<file path="src/rtl/lpap_pkg.sv">
`timescale 1ns / 1ps

package lpap_pkg;

    // width of the file position counter
    localparam int POSITION_BITS = 32;
    // working width for the payload start subtraction
    localparam int WIDE_BITS = (POSITION_BITS > 32) ? POSITION_BITS : 32;
    localparam logic [WIDE_BITS-1:0] POS_MASK =
        {WIDE_BITS{1'b1}} >> (WIDE_BITS - POSITION_BITS);

    localparam logic [31:0] STORED_MARK = 32'hFFFF_FFFF;
    localparam logic [7:0]  NAME_LOW    = 8'h20;
    localparam logic [7:0]  NAME_HIGH   = 8'h7e;

    // result queue
    localparam int QUEUE_DEPTH = 4;
    localparam int QPTR_BITS   = $clog2(QUEUE_DEPTH);
    localparam int QCNT_BITS   = $clog2(QUEUE_DEPTH + 1);

    typedef enum logic [2:0] {
        PH_LEN     = 3'd0,
        PH_NAME    = 3'd1,
        PH_DSIZE   = 3'd2,
        PH_CSIZE   = 3'd3,
        PH_PAYLOAD = 3'd4,
        PH_FAILED  = 3'd5
    } phase_t;

    typedef enum logic [2:0] {
        ERR_NONE       = 3'd0,
        ERR_ZERO_LEN   = 3'd1,
        ERR_BAD_NAME   = 3'd2,
        ERR_TRUNCATED  = 3'd3,
        ERR_NO_ENTRIES = 3'd4,
        ERR_TOO_LONG   = 3'd5
    } err_code_t;

    typedef enum logic [1:0] {
        KIND_ENTRY  = 2'd0,
        KIND_ACCEPT = 2'd1,
        KIND_REJECT = 2'd2
    } kind_t;

    typedef struct packed {
        logic [7:0] data_byte;
        logic       final_byte;
    } in_word_t;

    typedef struct packed {
        kind_t       result_kind;
        logic [7:0]  name_length;
        logic [31:0] inflated_size;
        logic [31:0] payload_start;
        logic [31:0] payload_length;
        logic        stored_flag;
        logic [31:0] entry_number;
        err_code_t   error_code;
        logic        last_of_run;
    } out_word_t;

    // up to two result words produced by one byte
    typedef struct packed {
        logic [1:0] count;
        out_word_t  first;
        out_word_t  second;
    } parse_res_t;

endpackage

</file>
<file path="src/rtl/lpap_parse.sv">
`timescale 1ns / 1ps

module lpap_parse import lpap_pkg::*;
(
    input  logic       clk,
    input  logic       rst_n,
    input  logic       en,
    input  in_word_t   word,
    output parse_res_t res
);

    phase_t                   phase_reg, phase_next;
    logic [7:0]               field_cnt_reg, field_cnt_next;
    logic [7:0]               name_size_reg, name_size_next;
    logic [31:0]              decomp_reg, decomp_next;
    logic [31:0]              comp_reg, comp_next;
    logic [31:0]              remain_reg, remain_next;
    logic [POSITION_BITS-1:0] pos_reg, pos_next;
    logic [31:0]              entries_reg, entries_next;
    err_code_t                first_err_reg, first_err_next;

    logic [7:0]               b;
    logic                     fin;
    logic [POSITION_BITS-1:0] pos_inc;
    logic                     wrap;
    logic [7:0]               cnt_inc, cnt_dec;
    logic                     size_done;
    logic                     name_bad;
    logic [31:0]              merged_decomp, merged_comp;
    logic                     csize_mark;
    logic [31:0]              plen_new;
    logic [31:0]              remain_dec;
    logic                     record;
    err_code_t                err_hit, err_parse, err_after, verdict_code;
    phase_t                   phase_parse, phase_after;
    logic [31:0]              entries_after;
    logic                     rec_stored;
    logic [31:0]              rec_plen;
    logic [WIDE_BITS-1:0]     start_wide;
    out_word_t                rec_word, verdict_word;

    function automatic logic [31:0] merge_byte(input logic [31:0] base,
                                               input logic [7:0] val,
                                               input logic [1:0] lane);
        logic [31:0] w;
        w = base;
        case (lane)
            2'd0:    w[7:0]   = w[7:0]   | val;
            2'd1:    w[15:8]  = w[15:8]  | val;
            2'd2:    w[23:16] = w[23:16] | val;
            default: w[31:24] = w[31:24] | val;
        endcase
        return w;
    endfunction

    assign b          = word.data_byte;
    assign fin        = word.final_byte;
    assign pos_inc    = pos_reg + POSITION_BITS'(1);
    assign wrap       = (pos_inc == '0);
    assign cnt_inc    = field_cnt_reg + 8'd1;
    assign cnt_dec    = field_cnt_reg - 8'd1;
    assign size_done  = (cnt_inc >= 8'd4);
    assign name_bad   = (b < NAME_LOW) || (b > NAME_HIGH);
    assign merged_decomp = merge_byte(decomp_reg, b, field_cnt_reg[1:0]);
    assign merged_comp   = merge_byte(comp_reg, b, field_cnt_reg[1:0]);
    assign csize_mark = (merged_comp == STORED_MARK);
    assign plen_new   = csize_mark ? decomp_reg : merged_comp;
    assign remain_dec = remain_reg - 32'd1;

    assign record = ((phase_reg == PH_CSIZE) && size_done && (plen_new == '0))
                 || ((phase_reg == PH_PAYLOAD) && (remain_dec == '0));

    assign err_hit = ((phase_reg == PH_LEN) && (b == 8'd0))      ? ERR_ZERO_LEN :
                     ((phase_reg == PH_NAME) && name_bad)        ? ERR_BAD_NAME :
                                                                   ERR_NONE;
    assign err_parse = (first_err_reg != ERR_NONE) ? first_err_reg : err_hit;
    assign err_after = ((err_parse == ERR_NONE) && !fin && wrap) ? ERR_TOO_LONG
                                                                 : err_parse;
    assign entries_after = record ? (entries_reg + 32'd1) : entries_reg;

    // next phase
    always_comb
    begin
        unique case (phase_reg)
            PH_LEN:
                phase_parse = (b == 8'd0) ? PH_FAILED : PH_NAME;
            PH_NAME:
                phase_parse = name_bad ? PH_FAILED
                            : ((cnt_dec == 8'd0) ? PH_DSIZE : PH_NAME);
            PH_DSIZE:
                phase_parse = size_done ? PH_CSIZE : PH_DSIZE;
            PH_CSIZE:
                phase_parse = !size_done ? PH_CSIZE
                            : ((plen_new == '0) ? PH_LEN : PH_PAYLOAD);
            PH_PAYLOAD:
                phase_parse = (remain_dec == '0) ? PH_LEN : PH_PAYLOAD;
            default:
                phase_parse = PH_FAILED;
        endcase
        phase_after = (!fin && wrap) ? PH_FAILED : phase_parse;
        if (!en)
        begin
            phase_next = phase_reg;
        end
        else if (fin)
        begin
            phase_next = PH_LEN;
        end
        else
        begin
            phase_next = phase_after;
        end
    end

    // field registers
    always_comb
    begin
        field_cnt_next = field_cnt_reg;
        name_size_next = name_size_reg;
        decomp_next    = decomp_reg;
        comp_next      = comp_reg;
        remain_next    = remain_reg;
        case (phase_reg)
            PH_LEN:
                if (b != 8'd0)
                begin
                    name_size_next = b;
                    field_cnt_next = b;
                end
            PH_NAME:
                if (!name_bad)
                begin
                    field_cnt_next = cnt_dec;
                    if (cnt_dec == 8'd0)
                    begin
                        decomp_next = '0;
                    end
                end
            PH_DSIZE:
            begin
                decomp_next    = merged_decomp;
                field_cnt_next = size_done ? 8'd0 : cnt_inc;
                if (size_done)
                begin
                    comp_next = '0;
                end
            end
            PH_CSIZE:
            begin
                comp_next      = merged_comp;
                field_cnt_next = size_done ? 8'd0 : cnt_inc;
                if (size_done)
                begin
                    remain_next = plen_new;
                end
            end
            PH_PAYLOAD:
                remain_next = remain_dec;
            default:
            begin
            end
        endcase
        pos_next       = pos_inc;
        entries_next   = entries_after;
        first_err_next = err_after;
        if (fin)
        begin
            field_cnt_next = '0;
            name_size_next = '0;
            decomp_next    = '0;
            comp_next      = '0;
            remain_next    = '0;
            pos_next       = '0;
            entries_next   = '0;
            first_err_next = ERR_NONE;
        end
    end

    // result words
    always_comb
    begin
        rec_stored = (phase_reg == PH_CSIZE) ? csize_mark : (comp_reg == STORED_MARK);
        if (rec_stored)
        begin
            rec_plen = decomp_reg;
        end
        else
        begin
            rec_plen = (phase_reg == PH_CSIZE) ? merged_comp : comp_reg;
        end
        start_wide = (WIDE_BITS'(pos_inc) - WIDE_BITS'(rec_plen)) & POS_MASK;

        verdict_code = err_parse;
        if ((verdict_code == ERR_NONE) && (phase_parse != PH_LEN))
        begin
            verdict_code = ERR_TRUNCATED;
        end
        if ((verdict_code == ERR_NONE) && (entries_after == '0))
        begin
            verdict_code = ERR_NO_ENTRIES;
        end

        rec_word.result_kind       = KIND_ENTRY;
        rec_word.name_length       = name_size_reg;
        rec_word.inflated_size     = decomp_reg;
        rec_word.payload_start     = start_wide[31:0];
        rec_word.payload_length    = rec_plen;
        rec_word.stored_flag       = rec_stored;
        rec_word.entry_number      = entries_reg;
        rec_word.error_code        = ERR_NONE;
        rec_word.last_of_run       = !fin;

        verdict_word.result_kind       = (verdict_code == ERR_NONE) ? KIND_ACCEPT
                                                                    : KIND_REJECT;
        verdict_word.name_length       = '0;
        verdict_word.inflated_size     = '0;
        verdict_word.payload_start     = '0;
        verdict_word.payload_length    = '0;
        verdict_word.stored_flag       = 1'b0;
        verdict_word.entry_number      = entries_after;
        verdict_word.error_code        = verdict_code;
        verdict_word.last_of_run       = 1'b1;

        res.count  = en ? (2'(record) + 2'(fin)) : 2'd0;
        res.first  = record ? rec_word : verdict_word;
        res.second = verdict_word;
    end

    always_ff @(posedge clk or negedge rst_n)
    begin
        if (!rst_n)
        begin
            phase_reg     <= PH_LEN;
            field_cnt_reg <= '0;
            name_size_reg <= '0;
            decomp_reg    <= '0;
            comp_reg      <= '0;
            remain_reg    <= '0;
            pos_reg       <= '0;
            entries_reg   <= '0;
            first_err_reg <= ERR_NONE;
        end
        else
        begin
            phase_reg <= phase_next;
            if (en)
            begin
                field_cnt_reg <= field_cnt_next;
                name_size_reg <= name_size_next;
                decomp_reg    <= decomp_next;
                comp_reg      <= comp_next;
                remain_reg    <= remain_next;
                pos_reg       <= pos_next;
                entries_reg   <= entries_next;
                first_err_reg <= first_err_next;
            end
        end
    end

endmodule

</file>
<file path="src/rtl/lpap_outq.sv">
`timescale 1ns / 1ps

module lpap_outq import lpap_pkg::*;
(
    input  logic       clk,
    input  logic       rst_n,
    input  parse_res_t push,
    input  logic       pop,
    output out_word_t  head,
    output logic       not_empty,
    output logic       room
);

    out_word_t            slot_reg [QUEUE_DEPTH];
    logic [QPTR_BITS-1:0] wr_ptr_reg, wr_ptr_next;
    logic [QPTR_BITS-1:0] rd_ptr_reg, rd_ptr_next;
    logic [QCNT_BITS-1:0] cnt_reg, cnt_next;
    logic [QPTR_BITS-1:0] wr_ptr_second;

    assign wr_ptr_second = wr_ptr_reg + QPTR_BITS'(1);
    assign wr_ptr_next   = wr_ptr_reg + QPTR_BITS'(push.count);
    assign rd_ptr_next   = rd_ptr_reg + QPTR_BITS'(pop);
    assign cnt_next      = cnt_reg + QCNT_BITS'(push.count) - QCNT_BITS'(pop);

    assign head      = slot_reg[rd_ptr_reg];
    assign not_empty = (cnt_reg != '0);
    // space for two words whatever leaves this cycle
    assign room      = (cnt_reg <= QCNT_BITS'(QUEUE_DEPTH - 2));

    always_ff @(posedge clk)
    begin
        if (push.count != 2'd0)
        begin
            slot_reg[wr_ptr_reg] <= push.first;
        end
        if (push.count == 2'd2)
        begin
            slot_reg[wr_ptr_second] <= push.second;
        end
    end

    always_ff @(posedge clk or negedge rst_n)
    begin
        if (!rst_n)
        begin
            wr_ptr_reg <= '0;
            rd_ptr_reg <= '0;
            cnt_reg    <= '0;
        end
        else
        begin
            wr_ptr_reg <= wr_ptr_next;
            rd_ptr_reg <= rd_ptr_next;
            cnt_reg    <= cnt_next;
        end
    end

endmodule

</file>
<file path="src/rtl/length_prefixed_archive_parser.sv">
`timescale 1ns / 1ps
// streaming validator for a length-prefixed archive, one byte word per cycle unless the input stalls
// a byte word passes the input register, then the result queue, before its first result word can be accepted
// throughput: 1 byte per cycle while the result queue has room; a byte that closes an entry and ends the file
//   gives two result words, which leave the result queue one after the other
// input stalls while a byte is held and the result queue holds three or more words
// reset (rst_n low, asynchronous) clears the parse state and empties the queue

module length_prefixed_archive_parser import lpap_pkg::*;
(
    input  logic      clk,
    input  logic      rst_n,
    // byte channel
    input  logic      byte_valid,
    output logic      byte_stall,
    input  in_word_t  byte_word,
    // result channel
    output logic      result_valid,
    input  logic      result_stall,
    output out_word_t result_word
);

    // input register: holds one byte word until the parser can take it
    in_word_t   byte_reg;
    logic       byte_vld_reg, byte_vld_next;

    logic       room;
    logic       consume;
    logic       take;
    logic       pop;
    parse_res_t res;

    // the parser consumes the held byte only when the queue can absorb two words
    assign consume    = byte_vld_reg && room;
    // upstream waits only while a held byte cannot be consumed
    assign byte_stall = byte_vld_reg && !consume;
    assign take       = byte_valid && !byte_stall;
    assign pop        = result_valid && !result_stall;

    always_comb
    begin
        if (take)
        begin
            byte_vld_next = 1'b1;
        end
        else if (consume)
        begin
            byte_vld_next = 1'b0;
        end
        else
        begin
            byte_vld_next = byte_vld_reg;
        end
    end

    // byte payload needs no reset
    always_ff @(posedge clk)
    begin
        if (take)
        begin
            byte_reg <= byte_word;
        end
    end

    always_ff @(posedge clk or negedge rst_n)
    begin
        if (!rst_n)
        begin
            byte_vld_reg <= 1'b0;
        end
        else
        begin
            byte_vld_reg <= byte_vld_next;
        end
    end

    // parse state machine and result word builder
    lpap_parse u_parse (
        .clk   (clk),
        .rst_n (rst_n),
        .en    (consume),
        .word  (byte_reg),
        .res   (res)
    );

    // result queue parts the parser from a stalled consumer
    lpap_outq u_outq (
        .clk       (clk),
        .rst_n     (rst_n),
        .push      (res),
        .pop       (pop),
        .head      (result_word),
        .not_empty (result_valid),
        .room      (room)
    );

endmodule
</file>
<file path="config.mk">
export PLATFORM = sky130hd
export DESIGN_NAME = length_prefixed_archive_parser
export DESIGN_NICKNAME = d
export VERILOG_FILES = /design/src/rtl/lpap_pkg.sv /design/src/rtl/lpap_parse.sv /design/src/rtl/lpap_outq.sv /design/src/rtl/length_prefixed_archive_parser.sv
export SDC_FILE = /design/constraint.sdc
export NUM_CORES = 2
export LEC_CHECK = 0
export ABC_AREA = 1
export BUFFER_PORTS_ARGS = -buffer_cell sky130_fd_sc_hd__buf_4
export CORE_MARGIN = 4
export CORE_UTILIZATION = 55
export CTS_CLUSTER_SIZE = 10
export DETAILED_ROUTE_END_ITERATION = 6
export PLACE_DENSITY = 0.82
export SLEW_MARGIN = 20
export SYNTH_ARGS = -nofsm -noshare
export SYNTH_HDL_FRONTEND = slang
export SYNTH_SLANG_ARGS = --single-unit
</file>
<file path="constraint.sdc">
create_clock -name clk -period 8.1 [get_ports clk]
set_input_delay 0.405 -clock clk [delete_from_list [all_inputs] [get_ports clk]]
set_output_delay 0.405 -clock clk [all_outputs]
set_load 0.005 [all_outputs]
</file>
# ---- Word-level counts from Yosys, hierarchy flattened
# Memories as Yosys holds them, arrays and structs flattened.
# Index checks and enable logic that the tools add are counted.
# W data, S select, Z words.
dict set report op_classes {
  add_sub_neg 12
  mul 0
  div 0
  order_cmp 4
  n_eq_ne 18
  shift 0
  n_mux 58
  bitwise 8
  reduce_logical 53
}
# cell count
set ops {}
lappend ops {{$mux W32} 13}
lappend ops {{$pmux W32 S2} 3}
lappend ops {{$mux W143} 1}
lappend ops {{$logic_not A32 Y1} 4}
lappend ops {{$mux W8} 14}
lappend ops {{$add A32 B1 Y32 const B} 2}
lappend ops {{$eq A32 B32 Y1 const B} 2}
lappend ops {{$or A8 B8 Y8} 8}
lappend ops {{$mux W3} 13}
lappend ops {{$sub A32 B1 Y32 const B} 1}
lappend ops {{$sub A32 B32 Y32} 1}
lappend ops {{$pmux W8 S3} 1}
lappend ops {{$ne A3 B3 Y1 const B} 7}
lappend ops {{$reduce_and A5 Y1} 4}
lappend ops {{$reduce_bool A3 Y1} 6}
lappend ops {{$logic_not A8 Y1} 2}
lappend ops {{$pmux W3 S5} 1}
lappend ops {{$logic_and A1 B1 Y1} 14}
lappend ops {{$logic_not A3 Y1} 4}
lappend ops {{$reduce_and A3 Y1} 3}
lappend ops {{$add A8 B1 Y8 const B} 1}
lappend ops {{$ge A8 B3 Y1 const B} 1}
lappend ops {{$gt A8 B7 Y1 const B} 1}
lappend ops {{$lt A8 B6 Y1 const B} 1}
lappend ops {{other kinds (25)} 45}
dict set report word_totals {
  register_bits 199
  latchBits 0
  ramBits 572
  rom_bits 0
  inputBits 13
  output_inout_bits 145
  word_cells 172
  memories 1
}
# name depth width read_ports rd_ports_with_merged_regs write_ports line_no
set memory_table {}
lappend memory_table {u_outq.slot_reg 4 143 1 0 2 lpap_outq.sv:14} ;# out_word_t slot_reg [QUEUE_DEPTH];

# ---- Logic depth before layout (Yosys ltp)
dict set report depth {
  depth_word 18
  depth_mapped 33
  depth_no_buf 31
}

# ---- By module
# From an unflattened synthesis, not the netlist that was laid out.
dict set report unflattened {
  hier_cells 6452
  area_unflattened_um2 47857.1
}
# mod n_inst cells_per_inst area_per_inst_um2 seq_area_each_um2
set by_module_without_submodules {}
lappend by_module_without_submodules {lpap_outq 1 4045 31923.1 17351.6}
lappend by_module_without_submodules {lpap_parse 1 2387 15591.2 4554.4}
lappend by_module_without_submodules {length_prefixed_archive_parser 1 20 342.8 295.3}

# ---- Worst setup path before layout
# No wires, ideal clock.
dict set report synth_timing {
  path_kind {flip-flop to flip-flop}
  startpoint {register u_parse.field_cnt_reg[0]}
  endpoint {memory u_outq.slot_reg[0][101] (netlist name)}
  setup_ns 0.131
  arrival_time_ns 5.505
  t_required_ns 7.969
  slack_ns 2.465
  stages_incl_launch_ff 34
  n_path_buf 5
  synth_period_minus_slack_ns 5.635
  cell_sequence {dfrtp_1 > inv_1 > ha_1 > buf_4 > nand2_1 > nand2_1 > nand2_1 > nor2_1 > nand2_1 > nor2_4 > nand2_2 > buf_6 > o21ai_1 > nand2_1 > nor2_1 > nand2_1 > nor2_4 > nand3_4 > nand2_2 > buf_1 > ha_1 > inv_1 > nor2_1 > inv_1 > nor2_1 > inv_1 > nor2_1 > clkinv_1 > nand2_1 > clkinv_1 > clkbuf_1 > clkbuf_1 > nand2_1 > o21ai_0}
}
# item line_no
set synth_rtl {}
lappend synth_rtl {{from (decl)} lpap_parse.sv:13} ;# logic [7:0] field_cnt_reg, field_cnt_next;
lappend synth_rtl {{from (signal assigned)} lpap_parse.sv:248} ;# field_cnt_reg <= field_cnt_next;
lappend synth_rtl {{to (decl)} lpap_outq.sv:14}

==> flow_summary.yaml <==
run_status:
  run_status: "finished clean"
sta:
  fmax_mhz: 147
  worst_clk_skew_ps: 42.0
  final_period_minus_worst_setup_slack_ps: 6810
  setup_viol: 0
  timing.final.max_slew_violations: 0
  fin_setup_tns_ps: 0
  worst_slew_margin_relative_to_its_limit_pct: 18.8
  worst_slew_pin_slew_ps: 1210
  hold_viol_final: 0
  worst_slack_ps: 1290
  rsz_0062_raised_after_global_routing: "false"
  fin_crit_share_pct: 84.1
power_and_ir_drop:
  cell_internal_pwr_w: 0.00811
  power.switching_w: 0.00556
  ir_worst_vdd_mv: 0.302
  power.switching_fraction_pct: 40.7
  total_leakage_power_nw: 16.6
  power_density_cells_nw_per_um2: 329
  combinational_power_share_pct: 39.7
  seq_power_share_pct: 33.5
  power.share.clock_pct: 26.8
placed_design:
  dp_hpwl_mm: 74.9
  placement_stage_worst_setup_slack_ps: 1480
  portBuffers: 157
  globalplace.congestion: 0.999
  detailed_place.area_um2: 38800
global_routing:
  antenna_found_initial: 3
  grt_start_max_net_pins: 106
  grt_pass1_wl_mm: 184
  first_global_vias: 33800
  total_congestion_overflow: 0
  global_route.usage.total_pct: 31.7
critical_path:
  timing.critical_path.required_ps: 8650
  crit_buf_inv: 6
  max_stage_delay_ps: 630
  critPathLaunchType: "flip-flop"
  critical_path.top_delay_family: "simple AND/OR/NAND/NOR gates"
  critical_path_class: "reg -> reg"
  cp_max_fo: 56
  setup.worst_path.end_class: "flip-flop"
  worst_path_max_delay_cell: "sky130_fd_sc_hd__buf_4"
  cpMostUsedCell: "sky130_fd_sc_hd__nand2_1"
  worst_ep_arrival_time_ps: 7360
flow_run:
  drv_cap: 0
die:
  die-area_um2: 72000
  floorplan.die.height_um: 268
  initial_core_util_pct: 55.5
  placeableCoreArea_um2: 67200
  floorplan.io_pins: 158
  dieWidth_um: 268
  rows: 95
route:
  route.vias.total: 35600
  drt_pass1_iterations: 6
  drt_iter0_markers: 4409
  postRouteAntennaNets: 0
  route.detailed.vias_per_inst: 6.14
  detail_route.wl_per_cell_um: 20.2
  drt_drc_violations_left: 0
  route.final.wire_length_mm: 117
logic_synthesis:
  synth_enable_flop_cells: 157
  postSynthCellCount: 4862
  synthesis.area_per_instance_um2: 7.67
  synth_cell_types: 52
  ys_warn_count: 0
  synth_seq_area_share_pct: 48.1
  synth-seq-cells: 771
  ys_dominant_reg_cell: "sky130_fd_sc_hd__dfxtp_1"
  synthesis.area_um2: 37300
  synth_fp_nets: 4928
  synth_async_sr_flop_share_pct: 24.6
cts:
  postCtsSetupRepairBufs: 0
  htreeDepth: 3
  clk_pin_slew_ps: 60
  clock_tree.buffer_depth: 3
  cts_root_buffer: "sky130_fd_sc_hd__clkbuf_16"
  tritoncts_clock_tree: "yes"
  clock_sink_count: 771
  cts_buffers: 90
  clock_insertion_delay_worst_skew_ps: 660
cells_and_area:
  largest_register_ffs: 572
  drive_above_1_share_pct: 8.67
  n_fill_cell: 5782
  final_cell_area_um2: 41500
  finalNetCount: 4935
  area.growth.synth_to_final_pct: 11.2
worst_hold_path:
  hp-class: "in -> reg"
area by class of cell:
cell class              count  area (um2)  share of cell area [%]
flip-flops and latches    771       18000                    43.3
multi-input cells        3400       16700                    40.2
clock buffers             137        2490                    6.00
repair buffers            212        1640                    3.95
inverters                 394        1500                    3.62
well taps                 873        1090                    2.63
clock inverters            10         104                   0.250
diodes                      2        5.00                  0.0121
what timing repair did:
action / in CTS / in global routing
hold buffers: 11 / 0
endpoints found under the setup margin: 0 / 0
hold endpoints to repair: 67 / 0
gates resized for setup: 0 / 0
worst min-delay path, stage by stage:
cell and delay (ps):
sky130_fd_sc_hd__buf_4 80, sky130_fd_sc_hd__a21oi_1 50, sky130_fd_sc_hd__ha_1 270
layer usage:
metal / vias to the layer above / GRT usage, % / routed length, um
li1: 16500 / - / -
met1: 16800 / 42.1 / 47200
met2: 1977 / 50.9 / 53500
met3: 321 / 6.43 / 11600
met4: 2 / 13.4 / 4690
met5: - / 0 / 13
layout by cell type (no fill, tap or decap), types with 36 or more instances in the layout:
cell type,netlist,final
sky130_fd_sc_hd__nand4_1,47,47
sky130_fd_sc_hd__edfxtp_1,157,157
sky130_fd_sc_hd__ha_1,51,51
sky130_fd_sc_hd__or2_2,40,40
sky130_fd_sc_hd__inv_2,36,36
sky130_fd_sc_hd__dfrtp_1,190,188
sky130_fd_sc_hd__clkbuf_16,0,91
sky130_fd_sc_hd__nand3_1,153,153
sky130_fd_sc_hd__dfxtp_1,424,424
sky130_fd_sc_hd__o21ai_1,58,59
sky130_fd_sc_hd__a21oi_1,102,102
sky130_fd_sc_hd__buf_4,20,199
sky130_fd_sc_hd__o21ai_0,870,869
sky130_fd_sc_hd__o22ai_1,334,334
sky130_fd_sc_hd__inv_1,345,341
sky130_fd_sc_hd__nor3_1,45,45
sky130_fd_sc_hd__nor2_1,519,517
sky130_fd_sc_hd__xor2_1,78,78
sky130_fd_sc_hd__clkbuf_1,261,42
sky130_fd_sc_hd__nand2_1,984,978
worst paths after layout:
kind	slack, ps	cells after the start	to	startpoint
setup / recovery	1290	28	u_outq.slot_reg[1][81]$_SDFFE_PP0P_	u_parse.field_cnt_reg[0]$_DFFE_PN0P_
hold / removal	220	3	u_outq.rd_ptr_reg[0]$_DFF_PN0_	result_stall
setup reg to reg	1290	28	u_outq.slot_reg[1][81]$_SDFFE_PP0P_	u_parse.field_cnt_reg[0]$_DFFE_PN0P_
hold reg to reg	450	2	u_outq.slot_reg[1][134]$_SDFFE_PP0P_	u_outq.slot_reg[1][134]$_SDFFE_PP0P_
max in group asynchronous	5650	4	u_parse.entries_reg[3]$_DFFE_PN0P_	rst_n
min in group asynchronous	290	2	u_parse.decomp_reg[16]$_DFFE_PN0P_	rst_n
power by group through the flow:
stage	sequential (W)	combinational [W]	clock, W
2_1_floorplan	0.00445	0.00332	0
3_3_place_gp	0.00462	0.00525	0
3_5_place_dp	0.00463	0.00531	0
4_1_cts	0.00456	0.00535	0.00369
5_1_grt	0.00459	0.00595	0.00387
6_report	0.00457	0.00543	0.00367
logic make-up after synthesis:
kind of cell | synth area share (%)
AOI/OAI and AO/OA | 20.9
xor gates and xnor gates | 1.93
adders and majority gates | 1.82
buffers and inverters | 7.19
DFF | 48.1
and+or+nand+nor | 20.0
cell usage after synthesis, types with 3 or more instances:
master | instances | area [um2]
sky130_fd_sc_hd__nand4_1 | 47 | 294
sky130_fd_sc_hd__nand3_1 | 153 | 766
sky130_fd_sc_hd__nand2_1 | 984 | 3690
sky130_fd_sc_hd__buf_1 | 11 | 41.3
sky130_fd_sc_hd__nor4_1 | 21 | 131
sky130_fd_sc_hd__clkinv_1 | 13 | 48.8
sky130_fd_sc_hd__clkbuf_1 | 261 | 980
sky130_fd_sc_hd__o211ai_1 | 21 | 158
sky130_fd_sc_hd__dfxtp_1 | 424 | 8490
sky130_fd_sc_hd__a21boi_0 | 5 | 37.5
sky130_fd_sc_hd__nor2_1 | 519 | 1950
sky130_fd_sc_hd__dfrtp_1 | 190 | 4750
sky130_fd_sc_hd__ha_1 | 51 | 638
sky130_fd_sc_hd__inv_1 | 345 | 1290
sky130_fd_sc_hd__o31ai_1 | 4 | 30.0
sky130_fd_sc_hd__o22ai_1 | 334 | 2090
sky130_fd_sc_hd__buf_2 | 4 | 20.0
sky130_fd_sc_hd__buf_4 | 20 | 150
sky130_fd_sc_hd__xor2_1 | 78 | 683
sky130_fd_sc_hd__nor3_1 | 45 | 225
sky130_fd_sc_hd__nand2_2 | 12 | 75.1
sky130_fd_sc_hd__a21o_1 | 3 | 22.5
sky130_fd_sc_hd__o21bai_2 | 4 | 45.0
sky130_fd_sc_hd__edfxtp_1 | 157 | 4710
sky130_fd_sc_hd__xnor2_1 | 4 | 35.0
sky130_fd_sc_hd__o21ai_1 | 58 | 290
sky130_fd_sc_hd__inv_2 | 36 | 135
sky130_fd_sc_hd__nor2_4 | 3 | 33.8
sky130_fd_sc_hd__a21oi_1 | 102 | 510
sky130_fd_sc_hd__a31oi_1 | 16 | 100
sky130_fd_sc_hd__or2_2 | 40 | 250
sky130_fd_sc_hd__o21ai_0 | 870 | 4350
metrics by stage:
stage          power, W  utilization [%]  hold WS (ps)  std cells
2_1_floorplan   0.00777                -           109       4862
3_3_place_gp    0.00987             57.7           405       5639
3_5_place_dp    0.00995             57.7           402       5639
4_1_cts          0.0136             61.8           194       5797
5_1_grt          0.0144             61.8           229       5797
6_report         0.0137             61.8           217       5799
Power figures use the tool's default switching activity.
